### config.mk
export PLATFORM = sky130hd
export DESIGN_NAME = bcw_ram
export DESIGN_NICKNAME = d
export VERILOG_FILES = /design/src/becke_cell_weight_top_defines.svh /design/src/bcw_ram.sv
export SDC_FILE = /design/constraint.sdc
export NUM_CORES = 2
export LEC_CHECK = 0
export ABC_AREA = 1
export BUFFER_PORTS_ARGS = -buffer_cell sky130_fd_sc_hd__buf_2
export CAP_MARGIN = 15
export CELL_PAD_IN_SITES_DETAIL_PLACEMENT = 0
export CELL_PAD_IN_SITES_GLOBAL_PLACEMENT = 2
export CORE_MARGIN = 2
export CORE_UTILIZATION = 40
export DETAILED_ROUTE_END_ITERATION = 10
export PLACE_DENSITY = 0.75
export SLEW_MARGIN = 20
export SYNTH_ARGS = -nofsm -noshare
export SYNTH_HDL_FRONTEND = slang
export SYNTH_SLANG_ARGS = --single-unit
export TNS_END_PERCENT = 1
### constraint.sdc
create_clock -name clk -period 4.8 [get_ports clk]
set_clock_uncertainty 0.05 [all_clocks]
set_input_delay 0.48 -clock clk [delete_from_list [all_inputs] [get_ports clk]]
set_output_delay 0.48 -clock clk [all_outputs]
set_load 0.01 [all_outputs]
### src/becke_cell_weight_top_defines.svh
// Assertion macros for the Becke cell weight block
`ifndef BECKE_CELL_WEIGHT_TOP_DEFINES_SVH
`define BECKE_CELL_WEIGHT_TOP_DEFINES_SVH

// Implication checked in the same cycle
`define BCW_ASSERT_NOW(lbl, ante, cons, msg) \
  lbl: assert property (@(posedge clk) disable iff (!rst_n) (ante) |-> (cons)) else $error(msg);

// Implication checked in the following cycle
`define BCW_ASSERT_NEXT(lbl, ante, cons, msg) \
  lbl: assert property (@(posedge clk) disable iff (!rst_n) (ante) |=> (cons)) else $error(msg);

`endif

### src/bcw_ram.sv
// Generic single write, single registered read RAM
`timescale 1ns / 1ps
`default_nettype none
module bcw_ram #(
  parameter int WIDTH = 32,
  parameter int DEPTH = 64
) (
  input  wire logic                     clk,
  input  wire logic                     we,
  input  wire logic [$clog2(DEPTH)-1:0] waddr,
  input  wire logic [WIDTH-1:0]         wdata,
  input  wire logic [$clog2(DEPTH)-1:0] raddr,
  output logic      [WIDTH-1:0]         rdata_r
);

  logic [WIDTH-1:0] mem [DEPTH];

  always_ff @(posedge clk) begin
    if (we) begin
      mem[waddr] <= wdata;
    end
    rdata_r <= mem[raddr];
  end

endmodule
`default_nettype wire

* Yosys cells after proc, flatten, opt, wreduce, memory -nomap -nowiden
Memory sizes are Yosys's and may differ from the RTL's. A register that Yosys moved wholly into a read port is not among the register bits.
Index checks and enable logic that the tools add are counted.
** Operators by class
- Mux-type cells :: 2
** Operators by type and width (count)
- $mux W1 :: 2
** Storage, ports and cells
- Bits in registers :: 0
- RAM bits :: 2048
- Logic and storage cells :: 3
- Memories kept :: 1
** Memories
- mem :: words 64, bits a word 32, rd ports 1, clocked after Yosys merged registers in 1, write ports 1, line bcw_ram.sv:16 : logic [WIDTH-1:0] mem [DEPTH];

* Longest topological paths before layout
- Depth in word-level cells :: 2
- Gate-level depth with buffers :: 13

* Worst setup path after synthesis
Ideal clock, no wire load.
- Path type :: input port to flip-flop
- Start :: in we
- End :: mem mem[48][0], enable pin
- Library setup time :: 0.502 ns
- Data arrival time :: 4.108 ns
- Required time :: 4.248 ns
- Slack :: 0.140 ns
- Stages on the path :: 3
- Path buffers :: 1
- Path through :: clkbuf_1 -> nand4_1 -> nor4_1
** Between the ends
- Longest elaborated chain between the ends :: 2
** RTL lines
- from (decl) :: line bcw_ram.sv:9 : input wire logic we,
- $mux W1 :: line bcw_ram.sv:19 : if (we) begin
- $mux W1 (implied by the code) :: line bcw_ram.sv:20 : mem[waddr] <= wdata;
- to (decl) :: line bcw_ram.sv:16
No other way between the ends.

==> flow_summary.yaml <==
power:
  peakVddDrop_mv: 0.382
  leakage_nw: 32.8
  power_density_mw_per_mm2: 419
routing:
  final_antenna_net_count: 0
  wl_mm: 267
  wl_per_cell_um: 27.4
  first_pass_iters: 6
  viasPerCell: 5.51
  route.detailed.drc: 0
  drt_iter0_drc: 5953
  vias: 53509
worst_setup_path:
  reg2reg_slack_ns: 2.84
  r2r_start: "mem[17][16]$_DFFE_PP_"
  startpoint_type: "primary input"
  crit_fanout: 163
  worstPathArrival_ns: 3.45
  max_stage_delay_ns: 0.46
  cp_cell_sequence: "buf_8 > inv_16 > buf_12 > nand2_1 > nand3_1 > nand3_1 > nand2_1 > nand2_1 > nand3_1 > nand3_1 > nand2_1"
  cp-end-kind: "register"
  crit_type: "primary input to register"
  worst_r2r_endpoint: "rdata_r[16]$_DFF_P_"
  cp_slowest_cell: "inv_16"
  critPathRequiredTime_ns: 5.54
  ff2ff_path_depth: 8
logic_synthesis:
  syn_nets: 6815
  synthCells: 6769
  yosysWarnings: 0
  synth_seq_cells: 2080
  ys_seq_area_frac: 0.751
  synth.avg_cell_area_um2: 12.2
  synthDistinctLibCells: 16
  syn_area_mm2: 0.0827
global_routing:
  grt_max_degree: 166
  grt.overflow.total: 0
  antenna_found_initial: 28
  grt_pass1_wl_mm: 380
  grt_pass1_vias: 50880
  grt_usage: 0.251
min_path:
  whs_endpoint: "mem[13][1]$_DFFE_PP_"
  min_path_type: "primary input to register"
  worstHoldPathCells: 1
  hold_start: "wdata[1]"
clocking:
  root_buffer: "clkbuf_16"
  path_clk_slew_ns: 0.06
  htreeDepth: 4
  worstSkewPairLatency_ns: 0.86
  ctsLongestPathBuffers: 3
  postCtsSetupBuffers: 0
  cts.sink_count: 2080
  cts_buffers: 216
  cts_tree: "yes"
place:
  routabilityCongestion: 0.809
  port_buffers: 77
  hpwl_mm: 145
  dpl_cell_area_mm2: 0.0867
run:
  cap_violations: 0
layout:
  final_common_cell: "nand2_1"
  fin_nets: 6858
  post-route-cell-area_mm2: 0.0938
  drive_gt1_frac: 0.0924
  fillCellCount: 18611
  final_cell_mix: "nand2_1 (2248), edfxtp_1 (2048), nand3_1 (1907)"
  area_growth_syn_to_layout_pct: 13.4
floorplanning:
  io_pins: 78
  dieArea_mm2: 0.210
  start_util: 0.403
  fp-row-count: 166
  core_mm2: 0.205
  fp.dieW_um: 459
  chipHeight_um: 459
timing:
  tightest_slew_ns: 1.12
  fmax_mhz: 368
  setup_viol: 0
  finalHoldViolations: 0
  drv_slew: 0
  rsz0062_at_grt: "no"
  min_period_ns: 2.72
  finalCritPeriodShare: 0.566
  setup_tns_ns: 0
  relSlewSlack: 0.250
run_status:
  outcome: "completed"
[cells in the mapped netlist, drive strengths merged]
cell | number | area share
nor2 | 56 | 0.0025
nand2 | 2248 | 0.10
edfxtp | 2048 | 0.74
nor4 | 8 | 0.00060
nand3 | 1907 | 0.12
inv | 12 | 0.00057
nand4 | 9 | 0.00068
dfxtp | 32 | 0.0077
buf | 372 | 0.024
clkbuf | 77 | 0.0035
[kinds of logic (layout without fill, tap and decap cells)]
group                  after synthesis  count (layout)  share of synthesized area
other                                0              34                          0
DFF                               2080            2080                      0.751
buffers and inverters              461             684                     0.0278
and+or+nand+nor                   4228            4228                      0.221
[sequential cells by signal (all words and copies together), names as in the netlist]
register,count
mem,2048
rdata_r,32
[layer usage]
| layer | up-vias | wire length (µm) | global-route usage |
|---|---|---|---|
| met5 | - | 0 | 0 |
| met4 | 0 | 10400 | 0.0923 |
| met3 | 385 | 18100 | 0.0365 |
| met2 | 1942 | 127000 | 0.410 |
| met1 | 26901 | 111000 | 0.342 |
| li1 | 24281 | - | - |
[cell type report]
class | instances | area [µm²] | share of cell area
multi-input cells | 4228 | 18800 | 0.200
diodes | 34 | 85.1 | 0.000907
clock buffers | 289 | 5950 | 0.0634
flip-flops and latches | 2080 | 62100 | 0.662
repair buffers | 274 | 2400 | 0.0256
inverters | 12 | 82.6 | 0.000880
well taps | 2688 | 3360 | 0.0358
clock inverters | 109 | 1030 | 0.0110
[worst max-delay path, delay by kind of cell]
kind / cells / cell delay [ns]
and+or+nand+nor: 8 / 1.31
buffers and inverters: 3 / 1.09
[through the flow]
stage	hold WS, ns	cells	power [mW]	setup slack (ns)	util
2_1_floorplan	0.529	6769	21.8	0.140	-
3_3_place_gp	0.763	9281	23.1	1.25	0.423
3_5_place_dp	0.748	9281	23.1	1.24	0.423
4_1_cts	0.0262	9680	39.6	2.13	0.457
5_1_grt	0.0475	9702	40.4	2.07	0.457
6_report	0.0827	9714	39.3	2.08	0.457
[power by group]
part / internal, mW / switching (mW)
Sequential: 20.1 / 0.130
Combinational: 0.563 / 1.91
Clock: 9.53 / 7.05
[worst max-delay path by stage]
stage	startpoint	to	slack [ns]
2_1_floorplan	we	mem[48][0]$_DFFE_PP_	0.14
3_3_place_gp	raddr[2]	rdata_r[16]$_DFF_P_	1.25
3_5_place_dp	raddr[2]	rdata_r[31]$_DFF_P_	1.24
4_1_cts	raddr[2]	rdata_r[31]$_DFF_P_	2.13
5_1_grt	raddr[2]	rdata_r[31]$_DFF_P_	2.07
6_report	raddr[0]	rdata_r[3]$_DFF_P_	2.08
[repair_timing]
| action | in CTS | in global routing |
|---|---|---|
| hold buffers | 1 | 0 |
| endpoints found under the hold margin | 7 | 0 |
| gates resized for setup | 0 | 0 |
No activity file was read; power rests on OpenSTA's default activity.
