## src/becke_cell_weight_top_defines.svh

```systemverilog
// Assertion macros for the Becke cell weight block
`ifndef BECKE_CELL_WEIGHT_TOP_DEFINES_SVH
`define BECKE_CELL_WEIGHT_TOP_DEFINES_SVH

// Implication checked in the same cycle
`define BCW_ASSERT_NOW(lbl, ante, cons, msg) \
  lbl: assert property (@(posedge clk) disable iff (!rst_n) (ante) |-> (cons)) else $error(msg);

// Implication checked in the following cycle
`define BCW_ASSERT_NEXT(lbl, ante, cons, msg) \
  lbl: assert property (@(posedge clk) disable iff (!rst_n) (ante) |=> (cons)) else $error(msg);

`endif

```

## src/bcw_pkg.sv

```systemverilog
// Shared types and constants for the Becke cell weight block
`timescale 1ns / 1ps
`default_nettype none
package bcw_pkg;

  localparam int DEF_MAX_ATOMS    = 64;
  localparam int DEF_SMOOTH_STEPS = 3;

  localparam int COORD_W  = 32;
  localparam int ATOM_W   = 3 * COORD_W;
  localparam int CNT_W    = 7;
  localparam int IDX_W    = 6;
  localparam int DIFF_W   = 33;
  localparam int SQ_W     = 66;
  localparam int DIST_W   = 33;
  localparam int DIV_W    = 38;
  localparam int Q_W      = 31;
  localparam int STEP_W   = 5;
  localparam int P_W      = 32;
  localparam int SUM_W    = 38;
  localparam int WEIGHT_W = 25;
  localparam int MUL_W    = 33;
  localparam int PROD_W   = 66;

  localparam int MU_STEPS = 30;
  localparam int WT_STEPS = 24;

  localparam int PADDR_W  = 3;
  localparam int PDATA_W  = 32;
  localparam logic [PADDR_W-1:0] ADDR_ATOM_COUNT = 3'd0;

  typedef enum logic [4:0] {
    ST_IDLE,
    ST_PD_RD,
    ST_PD_LAT,
    ST_DS_MUL,
    ST_DS_ACC,
    ST_DS_SQ,
    ST_PK_RD,
    ST_PK_LAT,
    ST_PJ_CHK,
    ST_PJ_LAT,
    ST_MU,
    ST_SM1,
    ST_SM2,
    ST_SM3,
    ST_PF,
    ST_PF2,
    ST_PK_END,
    ST_FIN,
    ST_WT,
    ST_DONE
  } state_t;

  typedef struct packed {
    logic              start;
    logic [DIV_W-1:0]  num;
    logic [DIV_W-1:0]  den;
    logic [STEP_W-1:0] steps;
  } div_req_t;

endpackage
`default_nettype wire

```

## src/bcw_mul.sv

```systemverilog
// Shared registered unsigned multiplier
`timescale 1ns / 1ps
`default_nettype none
module bcw_mul import bcw_pkg::*; (
  input  wire logic              clk,
  input  wire logic [MUL_W-1:0]  a,
  input  wire logic [MUL_W-1:0]  b,
  output logic      [PROD_W-1:0] prod_r
);

  always_ff @(posedge clk) begin
    prod_r <= PROD_W'(a) * PROD_W'(b);
  end

endmodule
`default_nettype wire

```

## config.mk

```make
export PLATFORM = sky130hd
export DESIGN_NAME = bcw_mul
export DESIGN_NICKNAME = d
export VERILOG_FILES = /design/src/becke_cell_weight_top_defines.svh /design/src/bcw_pkg.sv /design/src/bcw_mul.sv
export SDC_FILE = /design/constraint.sdc
export NUM_CORES = 2
export LEC_CHECK = 0
export BUFFER_PORTS_ARGS = -buffer_cell sky130_fd_sc_hd__buf_2
export CAP_MARGIN = 20
export CORE_AREA = 2 2 228 319
export CTS_BUF_LIST = sky130_fd_sc_hd__clkbuf_2
export DETAILED_ROUTE_END_ITERATION = 6
export DIE_AREA = 0 0 230 321
export GPL_TIMING_DRIVEN = 1
export HOLD_SLACK_MARGIN = 0.05
export MAX_ROUTING_LAYER = met4
export PLACE_DENSITY = 0.68
export SLEW_MARGIN = 40
export SYNTH_ARGS = -nofsm -noshare
export SYNTH_HDL_FRONTEND = slang
export SYNTH_SLANG_ARGS = --single-unit
```

## constraint.sdc

```tcl
create_clock -name clk -period 20.6 [get_ports clk]
set_input_delay 4.12 -clock clk [delete_from_list [all_inputs] [get_ports clk]]
set_output_delay 4.12 -clock clk [all_outputs]
set_load 0.02 [all_outputs]
```

# After elaboration in Yosys (flattened, before gate mapping)
# Index checks and enable logic that the tools add are counted.
[op_classes] mul=1
[ops] op="33-bit by 33-bit multiplier with 66-bit output" count=1
[word_totals] in_bits=67 out_inout_bits=66 register_bits=66 wordCells=2

# Longest topological paths before layout
[logic_depth] word_depth=1 depth_mapped=30 mapped_depth_nobuf=28

# Worst setup path after synthesis
# OpenSTA, ideal clock, no wires.
[synth_timing] path_kind="input to register" start="in b[0]" end="reg prod_r[58]" cell_stages=28 arrival_ns=11.152 setup_slack_ns=9.376 path_buffers=2 setup_time_ns=0.072 path_cell_list="clkbuf_1 -> and2_1 -> fa_1 -> inv_1 -> fa_1 -> inv_1 -> fa_1 -> inv_1 -> fa_1 -> inv_1 -> fa_1 -> fa_1 -> fa_1 -> inv_1 -> fa_1 -> inv_1 -> ha_1 -> buf_2 -> nand2_1 -> or4_1 -> or3_1 -> o22ai_1 -> o211a_1 -> o21ai_2 -> nand3b_4 -> o31a_1 -> o21ai_2 -> xor2_1"
[synth_via] elab_chain_cells=1
[synth_rtl] element="from (decl)" line_no="bcw_mul.sv:7" rtl="input wire logic [MUL_W-1:0] b,"
[synth_rtl] element="33-bit by 33-bit multiplier with 66-bit output" line_no="bcw_mul.sv:12" rtl="prod_r <= PROD_W'(a) * PROD_W'(b);"
[synth_rtl] element="to (signal assigned)" line_no="bcw_mul.sv:12"
[synth_rtl] element="to (decl)" line_no="bcw_mul.sv:8" rtl="output logic [PROD_W-1:0] prod_r"
# Every way passes these cells.

# Worst setup path after layout
[layout_timing] start="in a[15]" end="reg prod_r[58]"
[layout_via] elab_chain_cells=1
[layout_rtl] element="from (decl)" line_no="bcw_mul.sv:6" rtl="input wire logic [MUL_W-1:0] a,"
[layout_rtl] element="33-bit by 33-bit multiplier with 66-bit output" line_no="bcw_mul.sv:12"
# Every way passes these cells.

==> reports/metrics.yaml <==
run_status:
  status: "finished, final reports clean"
synth:
  synth_top_area_cell: "fa_1"
  synth_area_leaders: "fa_1 52%, inv_1 11%, and2_1 9.8%"
  ys_seq_elements: 66
  synthesis.nets: 5338
  netlist_area_um2: 36600
  yosysSeqAreaShare: 0.0361
  synth_cells: 4048
  synth_top_area_frac: 0.524
  synth.distinct_cells: 57
  synth_edf_count: 0
  ys_async_sr_fraction: 0
  synth-warning-count: 0
  synth_ff_type: "dfxtp_1"
  syn_area_per_cell_um2: 9.04
timing:
  tns_ns: 0
  hold_slack_ns: 4.10
  setup_viol: 0
  drv_slew: 0
  hold_viol: 0
  finalCritPeriodShare: 0.564
  rsz0062_at_grt: "no"
  fmax_ghz: 0.0861
  fin_crit_ns: 11.61
  relSlewSlack: 0.392
  tightest_slew_ns: 0.912
setup_path:
  cp.required_ns: 21.14
  critical_path.max_fanout: 33
  crit_path_end: "prod_r[58]"
  crit_path_start_kind: "input pin"
  worst_path_most_repeated_cell: "fa_1"
  cpMaxStageDelayCell: "buf_2"
  end_kind: "register"
  max_stage_delay_ns: 0.64
  startpoint: "a[15]"
  crit_type: "input pin to register"
  crit_family: "adder cells"
  crit_buf_inv: 5
  cp.arrival_ns: 12.15
  worst-path-stages: 25
cells_and_area:
  syn_to_final_growth_pct: 3.62
  fin_util: 0.533
  reg.largest.list: "prod_r: 66 flops"
  fillCellCount: 6665
  regMostFlops: "prod_r"
  largest_register_ffs: 66
  drive_gt1_frac: 0.0434
  nets: 5292
  mostFrequentLayoutCells: "1048 x inv_1, 958 x fa_1, 574 x and2_1, 567 x nand2_1, 265 x ha_1"
  layout_commonest_cell: "inv_1"
clocking:
  cts_hold_buf: 0
  post_cts_buffers: 0
  cts.sinks: 66
  ctsLongestPathBuffers: 2
  cts_tree: "built"
  htree_num_levels: 3
  clk_pin_slew_ns: 0.21
  post_cts_resized: 0
  cts-buffers-inserted: 9
  cts-root-buf: "clkbuf_2"
run:
  cap_violations: 0
floorplan:
  io_pins: 133
  rows: 116
  core_um2: 71100
  dieArea_um2: 73800
  initial_core_util: 0.515
  fp.dieH_um: 321
  die_x_um: 230
global_routing:
  grt-ovfl-total: 0
  grt_start_max_net_pins: 34
  grtUsageTotal: 0.301
  grt_pass1_vias: 29800
  grt_pass1_wl_um: 163000
  grt_antenna_before_repair: 3
worst_hold_path:
  hp-class: "input pin to register"
drt:
  met1_length_um: 33800
  wl_met3_um: 4600
  first_pass_iters: 6
  wirelength_um: 103000
  via_count: 26800
  drc_errors: 0
  vias_per_cell: 5.40
  wl_per_cell_um: 20.8
  dr.first_iter.drc_count: 1404
  dr.max_layer_used: "met4"
  wl_met2_um: 53400
  ant_nets: 0
placed_design:
  dp_hpwl_um: 82200
  io_buffers: 132
  place.gp.congestion: 0.938
==> cell usage after synthesis, types with 10 or more instances <==
library cell,count
xnor2_1,41
and2_1,574
a21o_1,31
a21oi_1,73
nand4_1,16
nand3_1,10
xor2_1,24
fa_1,958
inv_1,1048
o21ai_0,15
clkbuf_1,209
ha_1,265
o21ai_1,23
nand2_1,567
dfxtp_1,66
nor2_1,33
==> cells by family (layout without fill, tap and decap cells) <==
family                     count (synthesis)  in the layout  share of synthesized area
AOI/OAI and AO/OA                        201            201                     0.0345
buffers and inverters                   1260           1218                      0.129
DFF                                       66             66                     0.0361
and+or+nand+nor                         1233           1233                      0.170
xor gates and xnor gates                  65             65                     0.0156
adders and majority gates               1223           1223                      0.615
other                                      0              4                          0
==> area by class of cell <==
cell class / instances / area [um^2] / share of cell area
Multi-Input combinational cell: 2722 / 30600 / 0.805
Inverter: 1049 / 3940 / 0.104
Sequential cell: 66 / 1320 / 0.0348
Tap cell: 944 / 1180 / 0.0311
Timing Repair Buffer: 154 / 826 / 0.0218
Clock inverter: 6 / 58.8 / 0.00155
Clock buffer: 9 / 45.0 / 0.00119
Antenna cell: 4 / 10.0 / 0.000264
==> worst min-delay path by stage <==
stage	slack (ns)	start	depth (start not counted)	endpoint
after floorplan	4.25	b[0]	1	prod_r[0]
after global placement	4.54	prod_r[35]	1	prod_r[35]
after detailed placement	4.53	prod_r[35]	1	prod_r[35]
after CTS	4.05	b[0]	2	prod_r[0]
after global routing	4.08	a[0]	3	prod_r[0]
final	4.10	a[0]	3	prod_r[0]
==> routing by layer <==
metal,GRT usage,up-vias
met2,0.523,928
met1,0.306,14100
li1,-,11400
met5,-,-
met3,0.0300,372
met4,0.251,0
==> metrics by stage <==
step	instances	worst slack, ns	cell area (um^2)
3_3_place_gp	4935	8.48	37800
2_1_floorplan	4048	9.38	36600
3_5_place_dp	4935	8.43	37800
4_1_cts	4950	9.09	37900
6_report	4954	8.99	37900
5_1_grt	4952	8.76	37900
Power is left out: the tool's default activity adds up to more than one toggle a clock period on the data nets, which glitch-free logic cannot reach.
