===== src/becke_cell_weight_top_defines.svh =====
// Assertion macros for the Becke cell weight block
`ifndef BECKE_CELL_WEIGHT_TOP_DEFINES_SVH
`define BECKE_CELL_WEIGHT_TOP_DEFINES_SVH

// Implication checked in the same cycle
`define BCW_ASSERT_NOW(lbl, ante, cons, msg) \
  lbl: assert property (@(posedge clk) disable iff (!rst_n) (ante) |-> (cons)) else $error(msg);

// Implication checked in the following cycle
`define BCW_ASSERT_NEXT(lbl, ante, cons, msg) \
  lbl: assert property (@(posedge clk) disable iff (!rst_n) (ante) |=> (cons)) else $error(msg);

`endif


===== src/bcw_pkg.sv =====
// Shared types and constants for the Becke cell weight block
`timescale 1ns / 1ps
`default_nettype none
package bcw_pkg;

  localparam int DEF_MAX_ATOMS    = 64;
  localparam int DEF_SMOOTH_STEPS = 3;

  localparam int COORD_W  = 32;
  localparam int ATOM_W   = 3 * COORD_W;
  localparam int CNT_W    = 7;
  localparam int IDX_W    = 6;
  localparam int DIFF_W   = 33;
  localparam int SQ_W     = 66;
  localparam int DIST_W   = 33;
  localparam int DIV_W    = 38;
  localparam int Q_W      = 31;
  localparam int STEP_W   = 5;
  localparam int P_W      = 32;
  localparam int SUM_W    = 38;
  localparam int WEIGHT_W = 25;
  localparam int MUL_W    = 33;
  localparam int PROD_W   = 66;

  localparam int MU_STEPS = 30;
  localparam int WT_STEPS = 24;

  localparam int PADDR_W  = 3;
  localparam int PDATA_W  = 32;
  localparam logic [PADDR_W-1:0] ADDR_ATOM_COUNT = 3'd0;

  typedef enum logic [4:0] {
    ST_IDLE,
    ST_PD_RD,
    ST_PD_LAT,
    ST_DS_MUL,
    ST_DS_ACC,
    ST_DS_SQ,
    ST_PK_RD,
    ST_PK_LAT,
    ST_PJ_CHK,
    ST_PJ_LAT,
    ST_MU,
    ST_SM1,
    ST_SM2,
    ST_SM3,
    ST_PF,
    ST_PF2,
    ST_PK_END,
    ST_FIN,
    ST_WT,
    ST_DONE
  } state_t;

  typedef struct packed {
    logic              start;
    logic [DIV_W-1:0]  num;
    logic [DIV_W-1:0]  den;
    logic [STEP_W-1:0] steps;
  } div_req_t;

endpackage
`default_nettype wire


===== src/bcw_sqrt.sv =====
// Bit-serial floor square root, one result bit per cycle
`timescale 1ns / 1ps
`default_nettype none
module bcw_sqrt import bcw_pkg::*; (
  input  wire logic              clk,
  input  wire logic              rst_n,
  input  wire logic              start,
  input  wire logic [SQ_W-1:0]   value,
  output logic                   done_r,
  output logic      [DIST_W-1:0] root
);

  logic [SQ_W-1:0] op_r, res_r, one_r;
  logic            busy_r;
  logic [SQ_W-1:0] trial;

  assign trial = res_r + one_r;
  assign root  = res_r[DIST_W-1:0];

  always_ff @(posedge clk) begin
    if (!rst_n) begin
      busy_r <= 1'b0;
      done_r <= 1'b0;
    end else begin
      done_r <= 1'b0;
      if (start) begin
        op_r   <= value;
        res_r  <= '0;
        one_r  <= SQ_W'(1) << (SQ_W - 2);
        busy_r <= 1'b1;
      end else if (busy_r) begin
        if (op_r >= trial) begin
          op_r  <= op_r - trial;
          res_r <= (res_r >> 1) + one_r;
        end else begin
          res_r <= res_r >> 1;
        end
        one_r <= one_r >> 2;
        if ((one_r >> 2) == '0) begin
          busy_r <= 1'b0;
          done_r <= 1'b1;
        end
      end
    end
  end

endmodule
`default_nettype wire


===== config.mk =====
export PLATFORM = sky130hd
export DESIGN_NAME = bcw_sqrt
export DESIGN_NICKNAME = d
export VERILOG_FILES = /design/src/becke_cell_weight_top_defines.svh /design/src/bcw_pkg.sv /design/src/bcw_sqrt.sv
export SDC_FILE = /design/constraint.sdc
export NUM_CORES = 1
export LEC_CHECK = 0
export ABC_CLOCK_PERIOD_IN_PS = 8200
export CORE_ASPECT_RATIO = 0.7
export CORE_MARGIN = 2
export CORE_UTILIZATION = 60
export DETAILED_ROUTE_END_ITERATION = 7
export DONT_BUFFER_PORTS = 1
export HOLD_SLACK_MARGIN = 0.02
export PLACE_DENSITY_LB_ADDON = 0.05
export REMOVE_ABC_BUFFERS = 1
export SETUP_SLACK_MARGIN = 0.05
export SLEW_MARGIN = 5
export SYNTH_ARGS = -nofsm -noshare
export SYNTH_HDL_FRONTEND = slang
export SYNTH_SLANG_ARGS = --single-unit

===== constraint.sdc =====
create_clock -name clk -period 8.2 [get_ports clk]
set_input_delay 0 -clock clk [delete_from_list [all_inputs] [get_ports clk]]
set_output_delay 0 -clock clk [all_outputs]
set_load 0.02 [all_outputs]

### Word level (Yosys, flattened, before mapping)

Cells that the tools add are included.

| word-level totals | value |
|---|---|
| output and inout bits | 34 |
| flip-flop bits (word level) | 167 |

| operators by class | value |
|---|---|
| magnitude comparators | 1 |
| add/subtract/negate cells | 3 |
| multiplexer cells | 10 |
| reductions and logical operators | 6 |
| bitwise operators | 2 |

Operator list:

| kind | number |
|---|---|
| two-way mux 66 bit | 5 |
| adder 65 x 65 -> 66 bit | 1 |
| adder 66 x 65 -> 66 bit | 1 |
| greater-or-equal comparator 66 bit | 1 |
| zero test 66 bit | 1 |
| subtractor 66 bit | 1 |
| two-way mux 65 bit | 1 |
| two-way mux 1 bit | 4 |
| nonzero test 2 bit | 2 |
| AND reduction 3 bit | 1 |
| OR reduction 3 bit | 1 |
| inverter 1 bit | 2 |
| AND reduction 2 bit | 1 |

### Longest topological paths before layout

| logic depth | value |
|---|---|
| depth in word-level cells | 5 |
| gate-level depth with buffers | 27 |

### Worst setup path after synthesis

OpenSTA, ideal clock, no wires.

| path | value |
|---|---|
| path kind | flip-flop to flip-flop |
| start point | register res_r[6] |
| end point | register op_r[0], enable pin |
| buffers on the path | 4 |
| cell stages (with the launch flop) | 25 |
| slack | -0.725 ns |
| arrival time | 8.413 ns |
| library setup time | 0.512 ns |
| cells stage by stage | edfxtp_1 ha_1 nand2_1 o311ai_0 a21bo_2 a31oi_1 o21ai_0 a211oi_1 o31a_1 o21bai_1 nand2_1 xor2_1 ha_1 clkbuf_1 nand4_1 nor2_1 inv_1 or4_1 o21a_1 a21bo_2 clkbuf_1 nand2_1 buf_4 buf_6 a21oi_1 |

| on the way | value |
|---|---|
| cells in the longest elaborated chain, start to end | 4 |

RTL lines:

| what | line | source |
|---|---|---|
| start: declaration | bcw_sqrt.sv:13 | `logic [SQ_W-1:0] op_r, res_r, one_r;` |
| start signal: assignment | bcw_sqrt.sv:34 | `res_r <= (res_r >> 1) + one_r;` |
| start signal: assignment | bcw_sqrt.sv:36 | `res_r <= res_r >> 1;` |
| adder 66 x 65 -> 66 bit | bcw_sqrt.sv:17 | `assign trial = res_r + one_r;` |
| greater-or-equal comparator 66 bit | bcw_sqrt.sv:32 | `if (op_r >= trial) begin` |
| nonzero test 2 bit (no line) | - |  |
| AND reduction 3 bit (no line) | - |  |
| end signal: assignment | bcw_sqrt.sv:27 | `op_r <= value;` |
| end signal: assignment | bcw_sqrt.sv:33 | `op_r <= op_r - trial;` |
| end: declaration | bcw_sqrt.sv:13 |  |

No other way between the ends.
A chain may end at the register's enable or synchronous reset.

### Final worst setup path

| path | value |
|---|---|
| start point | register res_r[6] |
| end point | register res_r[64], data pin |

| on the way | value |
|---|---|
| cells in the longest elaborated chain, start to end | 4 |

RTL lines:

| what | line | source |
|---|---|---|
| adder 66 x 65 -> 66 bit | bcw_sqrt.sv:17 |  |
| greater-or-equal comparator 66 bit | bcw_sqrt.sv:32 |  |
| two-way mux 66 bit * | bcw_sqrt.sv:32 |  |
| two-way mux 66 bit * | bcw_sqrt.sv:31 | `end else if (busy_r) begin` |

Every way passes the cells marked *; elsewhere a longest branch is shown, timed or not. The select of a mux whose other input is x is not followed.

==> metrics.md <==
| Metric | Value |
|---|---|
| Peak VDD IR | 0.1564 mV |
| Power Density | 250.5 nW/um^2 |
| Req. time, crit path | 8380 ps |
| Seq/Total Area, Yosys | 31.73% |
| DR pass1 iterations | 6 |
| Cell Area, Synth | 15740 sq um |
| Share of layout cells above drive strength 1 | 4.431% |
| Final Hold Viols | 0 |
| FF+latch count, synth | 167 |
| R2R setup slack | 490 ps |
| Dpl hpwl | 32.84 mm |
| Critical path class | flop to flop |
| Tcrit/Tclk final | 94.04% |
| Setup Skew | 15.92 ps |
| Worst setup path end | res_r[64] |
| Antenna-violating nets left | 0 |
| Setup TNS | 0 ps |
| Setup WS post-layout | 488.9 ps |
| Die H | 139.5 um |
| Clock sink count | 167 |
| Commonest register cell after synthesis | edfxtp_1 |
| Worst Path Arrival | 7890 ps |
| RePlAce Congestion | 0.9802 |
| Total number of vias | 14190 |
| Critical Path Source | res_r[6] |
| I/O pin count | 103 |
| Die Wd | 197.6 um |
| WP depth | 20 |
| Crit-path cells | ha_1 > nand2_1 > o31ai_1 > a21oi_1 > o211a_1 > a2111o_1 > o21ai_0 > a31o_2 > a21o_1 > a31oi_1 > xor2_1 > ha_1 > nand4_1 > nor4_1 > nand4_1 > o21a_1 > a21bo_2 > and2_4 > and4_1 > nor4_2 |
| Fin area | 16910 sq um |
| Outcome | finished clean |
| Nets | 2019 |
| Dpl ws | 679.5 ps |
| RSZ-0062 raised after global routing | false |
| FF-to-FF Start | res_r[6] |
| Worst Setup End Kind | flop |
| P_leak | 6.311 nW |
| CTS root buffer | clkbuf_16 |
| Port buffer count | 0 |
| Core Area | 25750 sq um |
| Reg-to-Reg End | res_r[64] |
| Cells after Synth | 1844 |
| Total CTS buffers | 17 |
| WL/cell | 20.66 um |
| Vias in the first global route | 12930 |
| Pin count of the biggest net entering global routing | 223 |
| Starting Density | 61.14% |
| Top delay family on crit path | compound AO/OA/AOI/OAI gates |
| DRC viols | 0 |
| CTS tree | yes |
| Filler Cell Count | 2185 |
| Post-CTS Setup Bufs | 0 |
| Slew headroom | 23.94% |
| R2R depth | 20 |
| EDFF count, synth | 165 |
| Antenna violations before repair | 1 |
| Share of synthesized registers carrying an async set or reset | 0% |
| Syn Area/Cell | 8.537 sq um |
| Area post-placement | 15590 sq um |
| CP startpoint kind | flop |
| Fin crit period | 7711 ps |
| Max Freq | 129.7 MHz |
| Worst-Skew Late Latency | 470 ps |
| Inserted Diodes | 0 |
| CTS Buffer Depth | 2 |
| Max-cap violations | 0 |
| Initial DRC Count | 1834 |
| Final wirelength | 44.61 mm |
| Max-slew violation count | 0 |
| Tightest Pin Transition | 1141 ps |
| Reg area | 4995 sq um |
| Setup violations, final | 0 |
| Buffers & Inverters on Critical Path | 0 |
| H-tree lvl count | 4 |
| Crit-path slowest cell | and2_4 |
| Worst-path fanout max | 60 |
| Synthesis Warnings | 0 |
| Synth-to-Final Area Change | 7.400% |
| Tot GR Track Use | 32.41% |
| CP peak stage delay | 750 ps |
| Cell Rows | 49 |
| Drt via density | 6.573 |
| Synth cell types | 71 |
| Die area | 27570 sq um |
| Multi-input gate area | 9976 sq um |
| GR Overflow Total | 0 |
| HP Class | input pin to flop |
| Global-route wire length before repair | 70.47 mm |
| CTS clock-pin slew for the worst setup and hold paths | 70 ps |
==> synthesized netlist by cell type, types with 34 or more instances <==
library cell / instances / area share (%)
a211oi_1: 34 / 1.6
a21o_1: 50 / 2.4
a21oi_1: 129 / 4.1
a31oi_1: 69 / 2.7
buf_4: 34 / 1.6
clkbuf_1: 80 / 1.9
edfxtp_1: 165 / 31
ha_1: 134 / 11
inv_1: 42 / 1.0
nand2_1: 216 / 5.2
nand3_1: 48 / 1.5
nand4_1: 51 / 2.0
nor2_1: 136 / 3.2
nor2b_1: 50 / 2.0
o21ai_0: 142 / 4.5
o21bai_1: 34 / 1.6
xnor2_1: 74 / 4.1
xor2_1: 95 / 5.3
==> timing repair <==
| action | in CTS | in global routing |
|---|---|---|
| setup endpoints to repair | 0 | 45 |
| resized for setup | 0 | 1 |
| hold buffers | 68 | 0 |
| hold endpoints to repair | 164 | 0 |
==> cells in the final DEF (no fill, tap or decap), drive strengths merged, types with 5 or more instances in the layout <==
cell,Yosys,layout
a211o,6,6
buf,42,7
o211ai,12,12
a21oi,129,129
nor2,136,136
a211oi,43,43
nor4,13,13
xnor2,74,74
a31oi,69,69
ha,134,134
a21boi,10,10
nand4,51,51
nand3,48,48
a2111oi,5,5
nand2,216,216
dlygate4sd3,0,67
o21ai,143,143
clkbuf,80,17
inv,42,47
edfxtp,165,165
or3,12,12
xor2,95,95
nand3b,9,9
o31ai,19,19
a21o,50,50
and2,12,12
nor2b,50,50
nor3,27,27
or2,5,5
and3,16,16
o21bai,34,34
a31o,13,13
nand2b,6,6
o21a,12,12
==> where the power goes <==
| part | internal [W] | switching [W] |
|---|---|---|
| sequential | 0.00112 | 0.000156 |
| combinational | 0.000801 | 0.00128 |
| clock | 0.000488 | 0.000394 |
==> through the flow <==
step                hold WS (ps)  cells  total power, W  util, %
detailed placement         126.9   2059        0.003260    60.54
CTS                        58.78   2159        0.004189    65.66
global placement           130.2   2059        0.003219    60.54
global route               73.77   2159        0.004502    65.66
floorplan                  98.87   1722        0.002771        -
finish                     81.37   2159        0.004234    65.66
==> worst register-to-register path, delay by kind of cell (launching register included) <==
| family | cells | cell delay [ps] |
|---|---|---|
| compound gates | 10 | 3810 |
| xor+xnor | 1 | 180 |
| fa+ha+maj | 2 | 920 |
| flops | 1 | 600 |
| simple gates | 7 | 1920 |
==> worst min path at each step <==
stage / startpoint / end / cells past startpoint
final: rst_n / busy_r / 2
after global routing: rst_n / busy_r / 2
after CTS: rst_n / busy_r / 2
after detailed placement: start / one_r[64] / 0
after global placement: start / one_r[64] / 0
after floorplan: start / one_r[64] / 0
==> cell families after synthesis <==
family	after synthesis	share of synthesized area, %
multiplexers	4	0.2702
AND/OR/NAND/NOR	613	18.45
buffers and inverters	164	4.975
AO/OA/AOI/OAI	592	24.39
flip-flops	167	31.73
adder cells (fa/ha/maj)	135	10.78
XOR/XNOR	169	9.402
==> registers in the layout (all words and copies together) (netlist names) <==
signal and cells:
op_r 66, res_r 66, one_r 33, busy_r 1, done_r 1
==> layer usage <==
| metal | up-vias | GRT usage (%) | share of wire, % |
|---|---|---|---|
| met5 | - | 0 | 0.029 |
| li1 | 6806 | - | - |
| met1 | 6673 | 49.08 | 47 |
| met4 | 2 | 6.846 | 1.4 |
| met3 | 44 | 7.368 | 9.5 |
| met2 | 666 | 47.02 | 42 |
==> cell type report <==
type                            count  share of cell area (%)
Clock buffer                       17                   2.516
Sequential cell                   167                   29.54
Timing Repair Buffer               74                   4.396
Tap cell                          331                   2.449
Inverter                           42                  0.9472
Clock inverter                     15                   1.147
Multi-Input combinational cell   1513                   59.00
No activity file was read; power rests on OpenSTA's default activity.
