File: src/becke_cell_weight_top_defines.svh
// Assertion macros for the Becke cell weight block
`ifndef BECKE_CELL_WEIGHT_TOP_DEFINES_SVH
`define BECKE_CELL_WEIGHT_TOP_DEFINES_SVH

// Implication checked in the same cycle
`define BCW_ASSERT_NOW(lbl, ante, cons, msg) \
  lbl: assert property (@(posedge clk) disable iff (!rst_n) (ante) |-> (cons)) else $error(msg);

// Implication checked in the following cycle
`define BCW_ASSERT_NEXT(lbl, ante, cons, msg) \
  lbl: assert property (@(posedge clk) disable iff (!rst_n) (ante) |=> (cons)) else $error(msg);

`endif

File: src/bcw_pkg.sv
// Shared types and constants for the Becke cell weight block
`timescale 1ns / 1ps
`default_nettype none
package bcw_pkg;

  localparam int DEF_MAX_ATOMS    = 64;
  localparam int DEF_SMOOTH_STEPS = 3;

  localparam int COORD_W  = 32;
  localparam int ATOM_W   = 3 * COORD_W;
  localparam int CNT_W    = 7;
  localparam int IDX_W    = 6;
  localparam int DIFF_W   = 33;
  localparam int SQ_W     = 66;
  localparam int DIST_W   = 33;
  localparam int DIV_W    = 38;
  localparam int Q_W      = 31;
  localparam int STEP_W   = 5;
  localparam int P_W      = 32;
  localparam int SUM_W    = 38;
  localparam int WEIGHT_W = 25;
  localparam int MUL_W    = 33;
  localparam int PROD_W   = 66;

  localparam int MU_STEPS = 30;
  localparam int WT_STEPS = 24;

  localparam int PADDR_W  = 3;
  localparam int PDATA_W  = 32;
  localparam logic [PADDR_W-1:0] ADDR_ATOM_COUNT = 3'd0;

  typedef enum logic [4:0] {
    ST_IDLE,
    ST_PD_RD,
    ST_PD_LAT,
    ST_DS_MUL,
    ST_DS_ACC,
    ST_DS_SQ,
    ST_PK_RD,
    ST_PK_LAT,
    ST_PJ_CHK,
    ST_PJ_LAT,
    ST_MU,
    ST_SM1,
    ST_SM2,
    ST_SM3,
    ST_PF,
    ST_PF2,
    ST_PK_END,
    ST_FIN,
    ST_WT,
    ST_DONE
  } state_t;

  typedef struct packed {
    logic              start;
    logic [DIV_W-1:0]  num;
    logic [DIV_W-1:0]  den;
    logic [STEP_W-1:0] steps;
  } div_req_t;

endpackage
`default_nettype wire

File: src/bcw_div.sv
// Restoring fractional divider: floor(num * 2^steps / den), saturating at one
`timescale 1ns / 1ps
`default_nettype none
module bcw_div import bcw_pkg::*; (
  input  wire logic           clk,
  input  wire logic           rst_n,
  input  wire div_req_t       req,
  output logic                done_r,
  output logic      [Q_W-1:0] q_r
);

  logic [DIV_W:0]    rem_r;
  logic [DIV_W-1:0]  den_r;
  logic [STEP_W-1:0] cnt_r;
  logic              busy_r;
  logic [DIV_W:0]    shifted;

  assign shifted = {rem_r[DIV_W-1:0], 1'b0};

  always_ff @(posedge clk) begin
    if (!rst_n) begin
      busy_r <= 1'b0;
      done_r <= 1'b0;
    end else begin
      done_r <= 1'b0;
      if (req.start) begin
        den_r <= req.den;
        if (req.num >= req.den) begin
          q_r    <= Q_W'(1) << req.steps;
          done_r <= 1'b1;
        end else begin
          rem_r  <= {1'b0, req.num};
          q_r    <= '0;
          cnt_r  <= req.steps;
          busy_r <= 1'b1;
        end
      end else if (busy_r) begin
        if (shifted >= {1'b0, den_r}) begin
          rem_r <= shifted - {1'b0, den_r};
          q_r   <= {q_r[Q_W-2:0], 1'b1};
        end else begin
          rem_r <= shifted;
          q_r   <= {q_r[Q_W-2:0], 1'b0};
        end
        cnt_r <= cnt_r - STEP_W'(1);
        if (cnt_r == STEP_W'(1)) begin
          busy_r <= 1'b0;
          done_r <= 1'b1;
        end
      end
    end
  end

endmodule
`default_nettype wire

File: config.mk
export PLATFORM = sky130hd
export DESIGN_NAME = bcw_div
export DESIGN_NICKNAME = d
export VERILOG_FILES = /design/src/becke_cell_weight_top_defines.svh /design/src/bcw_pkg.sv /design/src/bcw_div.sv
export SDC_FILE = /design/constraint.sdc
export NUM_CORES = 1
export LEC_CHECK = 0
export BUFFER_PORTS_ARGS = -buffer_cell sky130_fd_sc_hd__buf_2
export CORE_MARGIN = 2
export CORE_UTILIZATION = 50
export DETAILED_ROUTE_END_ITERATION = 8
export GPL_TIMING_DRIVEN = 0
export PLACE_DENSITY = 0.71
export SYNTH_ARGS = -nofsm -noshare
export SYNTH_HDL_FRONTEND = slang
export SYNTH_SLANG_ARGS = --single-unit
File: constraint.sdc
create_clock -name clk -period 6.4 [get_ports clk]
set_clock_uncertainty 0.05 [all_clocks]
set_input_delay 1.28 -clock clk [delete_from_list [all_inputs] [get_ports clk]]
set_output_delay 1.28 -clock clk [all_outputs]
set_load 0.03 [all_outputs]
# Yosys cells after proc, flatten, opt, wreduce, memory -nomap -nowiden

Index checks and enable logic that the tools add are counted.

Flip-flop bits (word level): 114
Bits of input ports: 84
Output and inout port bits: 32
Logic and storage cells: 36

Shifts and indexed selects: 1
Equality and inequality tests: 2
Add/sub/neg operators: 2
Reductions and logical operators: 4
Multiplexer cells: 19
$lt $le $gt $ge: 2

Operators by type and width:

| kind                                                               | count |
|---|---|
| 38-bit 2-to-1 mux                                                  | 4 |
| 31-bit 2-to-1 mux                                                  | 3 |
| 39-bit by 38-bit >= comparator with 1-bit output                   | 1 |
| 38-bit >= comparator                                               | 1 |
| 38-bit subtractor                                                  | 1 |
| 1-bit by 5-bit << shifter with 31-bit output, first input constant | 1 |
| 5-bit 2-to-1 mux                                                   | 3 |
| 1-bit 2-to-1 mux                                                   | 9 |
| 5-bit by 1-bit == test with 1-bit output, second input constant    | 1 |
| 5-bit by 1-bit subtractor with 5-bit output, second input constant | 1 |
| 2-bit AND reduction                                                | 2 |
| 3-bit AND reduction                                                | 1 |
| 2-bit inequality test, second input constant                       | 1 |
| 2-bit nonzero test                                                 | 1 |

# Depth between registers and ports, before layout

Gate-level depths: netlist (run 1).

Word-level depth: 4
Depth in mapped cells: 14
Gate-level depth less buffers: 12

# Worst setup path before layout (run 1)

OpenSTA, ideal clock, no wires.

Path type: input port to flip-flop
Start point: in req[8] (netlist bit)
End point: reg cnt_r[0], enable pin
Data required time: 5.902 ns
Setup time: 0.448 ns
Path buffers: 0
Setup slack: 1.259 ns
Stages on the path: 10
Arrival: 4.643 ns
Cells stage by stage: inv_1 > ha_1 > a21o_1 > a21oi_1 > nor2b_1 > o31a_1 > o21ai_0 > a211o_1 > o22ai_1 > nor2b_1

Cells in the longest elaborated chain, start to end: 3

RTL lines:

| element                         | line          | RTL |
|---|---|---|
| start, declared                 | bcw_div.sv:7  | `input wire div_req_t req,` |
| 38-bit >= comparator            | bcw_div.sv:28 | `if (req.num >= req.den) begin` |
| 2-bit inequality test (no line) | -             |  |
| 3-bit AND reduction (no line)   | -             |  |
| end signal, assigned            | bcw_div.sv:34 | `cnt_r <= req.steps;` |
| end signal, assigned            | bcw_div.sv:45 | `cnt_r <= cnt_r - STEP_W'(1);` |
| end, declared                   | bcw_div.sv:14 | `logic [STEP_W-1:0] cnt_r;` |

Every way passes these cells.
A chain may end at the register's enable or synchronous reset.

# Final worst setup path (run 1)

Start point: in req[16] (netlist bit)
End point: reg q_r[18], data pin

Cells in the longest elaborated chain, start to end: 3

RTL lines:

| element              | line          | RTL |
|---|---|---|
| 38-bit >= comparator | bcw_div.sv:28 |  |
| 31-bit 2-to-1 mux    | bcw_div.sv:28 |  |
| 31-bit 2-to-1 mux    | bcw_div.sv:26 | `if (req.start) begin` |
| end signal, assigned | bcw_div.sv:29 | `q_r <= Q_W'(1) << req.steps;` |
| end signal, assigned | bcw_div.sv:40 | `q_r <= {q_r[Q_W-2:0], 1'b1};` |
| end signal, assigned | bcw_div.sv:43 | `q_r <= {q_r[Q_W-2:0], 1'b0};` |
| end, declared        | bcw_div.sv:9  | `output logic [Q_W-1:0] q_r` |

Every way passes these cells.

==> impl_metrics.yaml, run 1 <==
status:
  outcome: "complete, no violations"
critical_path:
  crit_path_end_kind: "flop"
  arrival_ns: 4.24
  rrSetupSlack_ns: 2.82
  criticalPathCategory: "in -> reg"
  crit_required_ns: 6.62
  crit_path_start_kind: "primary input"
  cp_max_fo: 10
pwr:
  design_power_total_w: 0.00257
  power_leakage_nw: 4.27
  irDropWorstVdd_uv: 211
  power_density_nw_per_um2: 268
final_layout:
  final_common_cell: "inv_1"
  seq_area_sq_um: 3400
  nNetsFinal: 1088
  multi_input_area_sq_um: 4130
  most-common-layout-cells: "120 x inv_1, 117 x buf_2, 112 x edfxtp_1"
  area_growth_pct: 18.3
  finalCoreUtilization_pct: 60.5
  fillers: 1409
  drive_gt1_share_pct: 21.7
drt:
  antenna_left: 0
  drt_iter0_drc: 428
  viasPerCell: 5.54
  vias: 6419
  drc: 0
  wirelength_um: 19700
  dr.pass1.iters: 7
  post_drt_wl_per_cell_um: 17.0
clock_tree:
  cts.sinks: 114
  cts.htree.levels: 4
  clockBufferDepth: 2
  numCtsBuffers: 17
  cts_resized: 0
  cts_tree: "yes"
  insertion_delay_ns: 0.43
  post_cts_buffers: 0
  cts_root_buffer: "clkbuf_16"
  clkTransAtPathRegs_ns: 0.06
  cts_hold_buf: 0
synth:
  ys_ff_latch: 114
  synthAdderAreaFrac_pct: 12.3
  ys_seq_area_share_pct: 41.9
  synth_compound_area_share_pct: 17.3
  async_reset_ff_share_pct: 0
  synth_top_area_share_pct: 41.4
  yosysWarnings: 0
  synth-simple-area-share_pct: 9.40
  syn_inst: 790
  synth_ff_type: "edfxtp_1"
  synth.area.mux_share_pct: 7.55
  avgSynthCellArea_sq_um: 10.3
  synth.distinct_cells: 62
  synth_edf_count: 112
  netlist.top_cell.by_area: "edfxtp_1"
  synth_xor_area_share_pct: 4.21
  netlist_area_sq_um: 8120
  synthTopCellsByArea: "edfxtp_1 41%, ha_1 12%, inv_1 5.5%, mux2_2 4.9%, a21oi_1 3.4%"
  syn-num-nets: 953
  synth_top_family_by_area: "compound AO/OA/AOI/OAI gates"
die:
  start_util_pct: 51.1
  die_h_um: 131
  ios: 116
  fp-row-count: 46
  die-width_um: 131
  coreArea_sq_um: 15900
  dieArea_sq_um: 17300
timing:
  period_minus_slack_ns: 4.02
  relSlewSlack_pct: 42.9
  finalHoldViolations: 0
  fmax_mhz: 249
  rsz0062_at_grt: "false"
  fin_ws_ns: 2.38
  setup_viol: 0
  worst_slew_pin_slew_ns: 0.857
  period_share_pct: 62.9
  drv_slew: 0
grt:
  grt_max_degree: 34
  grt_pass1_vias: 6406
  grt_overflow_total: 0
  grt_pass1_wl_um: 32100
  antenna_found_initial: 5
  grt_usage_pct: 23.3
placement:
  dp_slack_ns: 1.78
  place_hpwl_um: 14600
  io_buffers: 114
  place_congestion: 0.886
flow_run:
  maxCapViolCount: 0
hold_path:
  hold_path_class: "reg -> reg"
==> cell usage after synthesis (17+ instances only) <==
cell type  instances
nand2_1           43
ha_1              78
inv_1            120
a21oi_1           55
xnor2_1           24
clkbuf_1          17
o22ai_1           33
a21o_1            25
nor2_1            22
edfxtp_1         112
o21ai_0           30
mux2_2            35
==> report_power, final <==
group          leakage [nW]  internal [W]  total (W)  switching (W)
Sequential             1.08      0.000899   0.000925      0.0000253
Clock                 0.288      0.000553   0.000954       0.000401
Combinational          2.90      0.000303   0.000692       0.000388
Total                  4.26       0.00176    0.00257       0.000815
==> sequential cells by signal, indices dropped and copies added (netlist names) <==
signal and count:
rem_r 38, done_r 1, cnt_r 5, busy_r 1
q_r 31, den_r 38
==> through the flow <==
stage          instance area, sq um  hold slack, ns  setup TNS [ns]  instances
4_1_cts                        9600           0.484               0       1154
3_3_place_gp                   8960           0.461          -17.88       1120
5_1_grt                        9600           0.511               0       1156
2_1_floorplan                  8120           0.443               0        790
6_report                       9610           0.490               0       1158
3_5_place_dp                   9010           0.467               0       1122
==> logic make-up after synthesis <==
| group | count (synthesis) |
|---|---|
| buffers and inverters | 147 |
| multiplexers | 55 |
| XOR/XNOR | 39 |
| AND/OR/NAND/NOR | 146 |
| flip-flops | 114 |
| adder cells (fa/ha/maj) | 79 |
| AO/OA/AOI/OAI | 210 |
==> final timing paths <==
path | from | end | cells after the start
worst min-delay path | busy_r | busy_r | 1
worst min register to register | busy_r | busy_r | 1
worst max-delay path | req[16] | q_r[18] | 11
worst max register to register | rem_r[3] | rem_r[28] | 11
==> cell type report <==
type                            count  area share, %
Multi-Input combinational cell    529           43.0
Buffer                             27           1.50
Tap cell                          216           2.81
Sequential cell                   114           35.4
Clock buffer                       17           4.43
Inverter                          120           4.69
Clock inverter                     15           1.68
Timing Repair Buffer              116           6.36
Antenna cell                        4          0.104
==> critical path: stages <==
cell	delay (ns)
buf_2	0.08
inv_1	0.04
ha_1	0.29
nand4_1	0.14
nor2_1	0.31
o31a_1	0.25
o21ai_0	0.14
a211o_1	0.33
o22ai_1	0.66
nand3b_1	0.45
o22ai_1	0.25
==> routing by layer <==
layer	global-route usage (%)	vias up	part of all wire, %
met4	9.06	2	2.5
li1	-	3169	-
met5	0	-	0.066
met2	36.2	192	46
met1	31.7	3020	46
met3	5.56	36	5.7
No activity file was read; power rests on OpenSTA's default activity.
==> run 2: changes to the inputs <==
- ABC_AREA: not set -> 1
- PLACE_DENSITY: 0.71 -> 0.7
- clock period: 6.4 -> 4 ns (I/O delays scaled with it)
==> impl_metrics.yaml, run 2 <==
synth:
  ys_seq_area_share_pct: 35.6
  synth_edf_count: 112
  yosysWarnings: 0
  netlist_area_sq_um: 9560
  yosysMostFrequentCell: "nand2_1"
  async_reset_ff_share_pct: 0
  synth_ff_type: "edfxtp_1"
  synthTopCellsByCount: "547 x nand2_1, 244 x inv_1, 112 x edfxtp_1"
  synthTopCellsByArea: "edfxtp_1 35%, nand2_1 21%, ha_1 10%, inv_1 9.6%, nand3_1 5.2%"
  netlist.top_cell.by_area: "edfxtp_1"
  synth_top_area_share_pct: 35.2
  avgSynthCellArea_sq_um: 6.90
  synth.distinct_cells: 34
  syn_inst: 1386
  ys_ff_latch: 114
  syn-num-nets: 1549
critical_path:
  max_stage_delay_ns: 0.71
  crit_path_start_kind: "primary input"
  critPathLaunch: "req[28]"
  cp_max_fo: 28
  crit_required_ns: 4.07
  arrival_ns: 3.54
  crit_path_end_kind: "flop"
  slowest_stage: "a21boi_4"
  criticalPathCategory: "in -> reg"
  r2r-start: "rem_r[25]"
  worstPathCellList: "buf_2, inv_1, ha_1, a21oi_1, o21ai_0, nand2_1, nand2_1, a21oi_1, nand4_1, a21boi_4, buf_12"
drt:
  antenna_left: 0
  dr.pass1.iters: 7
  drc: 0
  wirelength_um: 27600
  drt_iter0_drc: 696
  vias: 9087
  viasPerCell: 5.15
  post_drt_wl_per_cell_um: 15.7
die:
  start_util_pct: 51.0
  die_h_um: 142
  dieArea_sq_um: 20300
  fp-row-count: 50
  coreArea_sq_um: 18800
  die-width_um: 142
  ios: 116
clock_tree:
  cts.sinks: 114
  clkTransAtPathRegs_ns: 0.06
  insertion_delay_ns: 0.43
  post_cts_buffers: 0
  clockBufferDepth: 2
  cts.htree.levels: 4
  numCtsBuffers: 17
  cts_hold_buf: 0
  cts_root_buffer: "clkbuf_16"
  cts_tree: "yes"
  cts_resized: 0
final_layout:
  reg_top3: "den_r (38), rem_r (38), q_r (31)"
  drive_gt1_share_pct: 12.2
  stdcell_area_sq_um: 11100
  most-common-layout-cells: "546 x nand2_1, 243 x inv_1, 120 x buf_2"
  antenna_cells: 0
  nNetsFinal: 1681
  area_growth_pct: 15.7
  final_common_cell: "nand2_1"
grt:
  grt_usage_pct: 28.2
  grt_pass1_wl_um: 44000
  grt_pass1_vias: 8811
  grt_max_degree: 34
  grt_overflow_total: 0
  antenna_found_initial: 0
timing:
  period_minus_slack_ns: 3.47
  drv_slew: 0
  setup_tns_ns: 0
  setup_viol: 0
  fmax_mhz: 288
  rsz0062_at_grt: "false"
  relSlewSlack_pct: 45.0
  worst_slew_pin_slew_ns: 0.822
  whs_ns: 0.410
  finalHoldViolations: 0
  period_share_pct: 86.8
status:
  outcome: "complete, no violations"
flow_run:
  maxCapViolCount: 0
placement:
  place_congestion: 0.926
  place_hpwl_um: 21900
  io_buffers: 111
  dpl_cell_area_sq_um: 10500
pwr:
  power_leakage_nw: 5.91
  irDropWorstVdd_uv: 277
  power_density_nw_per_um2: 405
hold_path:
  hold_path_class: "reg -> reg"
  min_from: "busy_r"
[run 2: changes by cell type in the layout (fill, tap and decap cells not counted), moves of 32 or more]
cell and change:
o22ai_1 -32, inv_1 +123, nand2_1 +503, nor2_1 +49
nand3_1 +90, mux2_2 -35
[run 2: where the power goes]
| part | internal (W) | switching (W) |
|---|---|---|
| Sequential | 0.00146 | 0.0000480 |
| Combinational | 0.000482 | 0.000937 |
| Clock | 0.000940 | 0.000622 |
[run 2: through the flow]
stage | total power (W) | utilization (%) | worst slack, ns | cells
CTS | 0.00449 | 58.9 | 0.480 | 1765
global route | 0.00473 | 59.0 | 0.336 | 1765
detailed placement | 0.00292 | 55.8 | 0.0498 | 1733
finish | 0.00449 | 59.0 | 0.528 | 1765
floorplan | 0.00252 | - | 0.389 | 1386
global placement | 0.00290 | 55.5 | -1.04 | 1731
[run 2: routing by layer]
| metal | GRT usage (%) | wire length, um |
|---|---|---|
| met2 | 48.0 | 12900 |
| met1 | 36.9 | 12700 |
| met3 | 4.37 | 1280 |
| met5 | 0 | 0 |
| met4 | 9.43 | 745 |
[run 2: worst paths after layout]
| path | slack, ns | endpoint | cells after the start |
|---|---|---|---|
| setup / recovery | 0.53 | rem_r[18] | 11 |
| hold / removal | 0.41 | busy_r | 2 |
| setup reg to reg | 1.31 | rem_r[1] | 12 |
| hold reg to reg | 0.41 | busy_r | 2 |
[run 2: cell families after synthesis]
family                   share of synthesized area (%)
AO/OA/AOI/OAI                                     3.86
XOR/XNOR                                          2.01
adder cells (fa/ha/maj)                           10.4
buffers and inverters                             11.8
flip-flops                                        35.6
AND/OR/NAND/NOR                                   36.3
[run 2: critical path, delay by kind of cell]
family	cells	cell delay, ns
buffers and inverters	3	0.42
and+or+nand+nor	3	0.65
AOI/OAI and AO/OA	4	1.31
adders and majority gates	1	0.35
[run 2: area by class of cell]
class / count / area [sq um]
plain buffers: 35 / 195
clock buffers: 18 / 439
clock inverters: 14 / 151
fillers: 1825 / 7700
inverters: 249 / 935
multi-input cells: 988 / 5040
flip-flops and latches: 114 / 3400
well taps: 234 / 293
repair buffers: 113 / 603
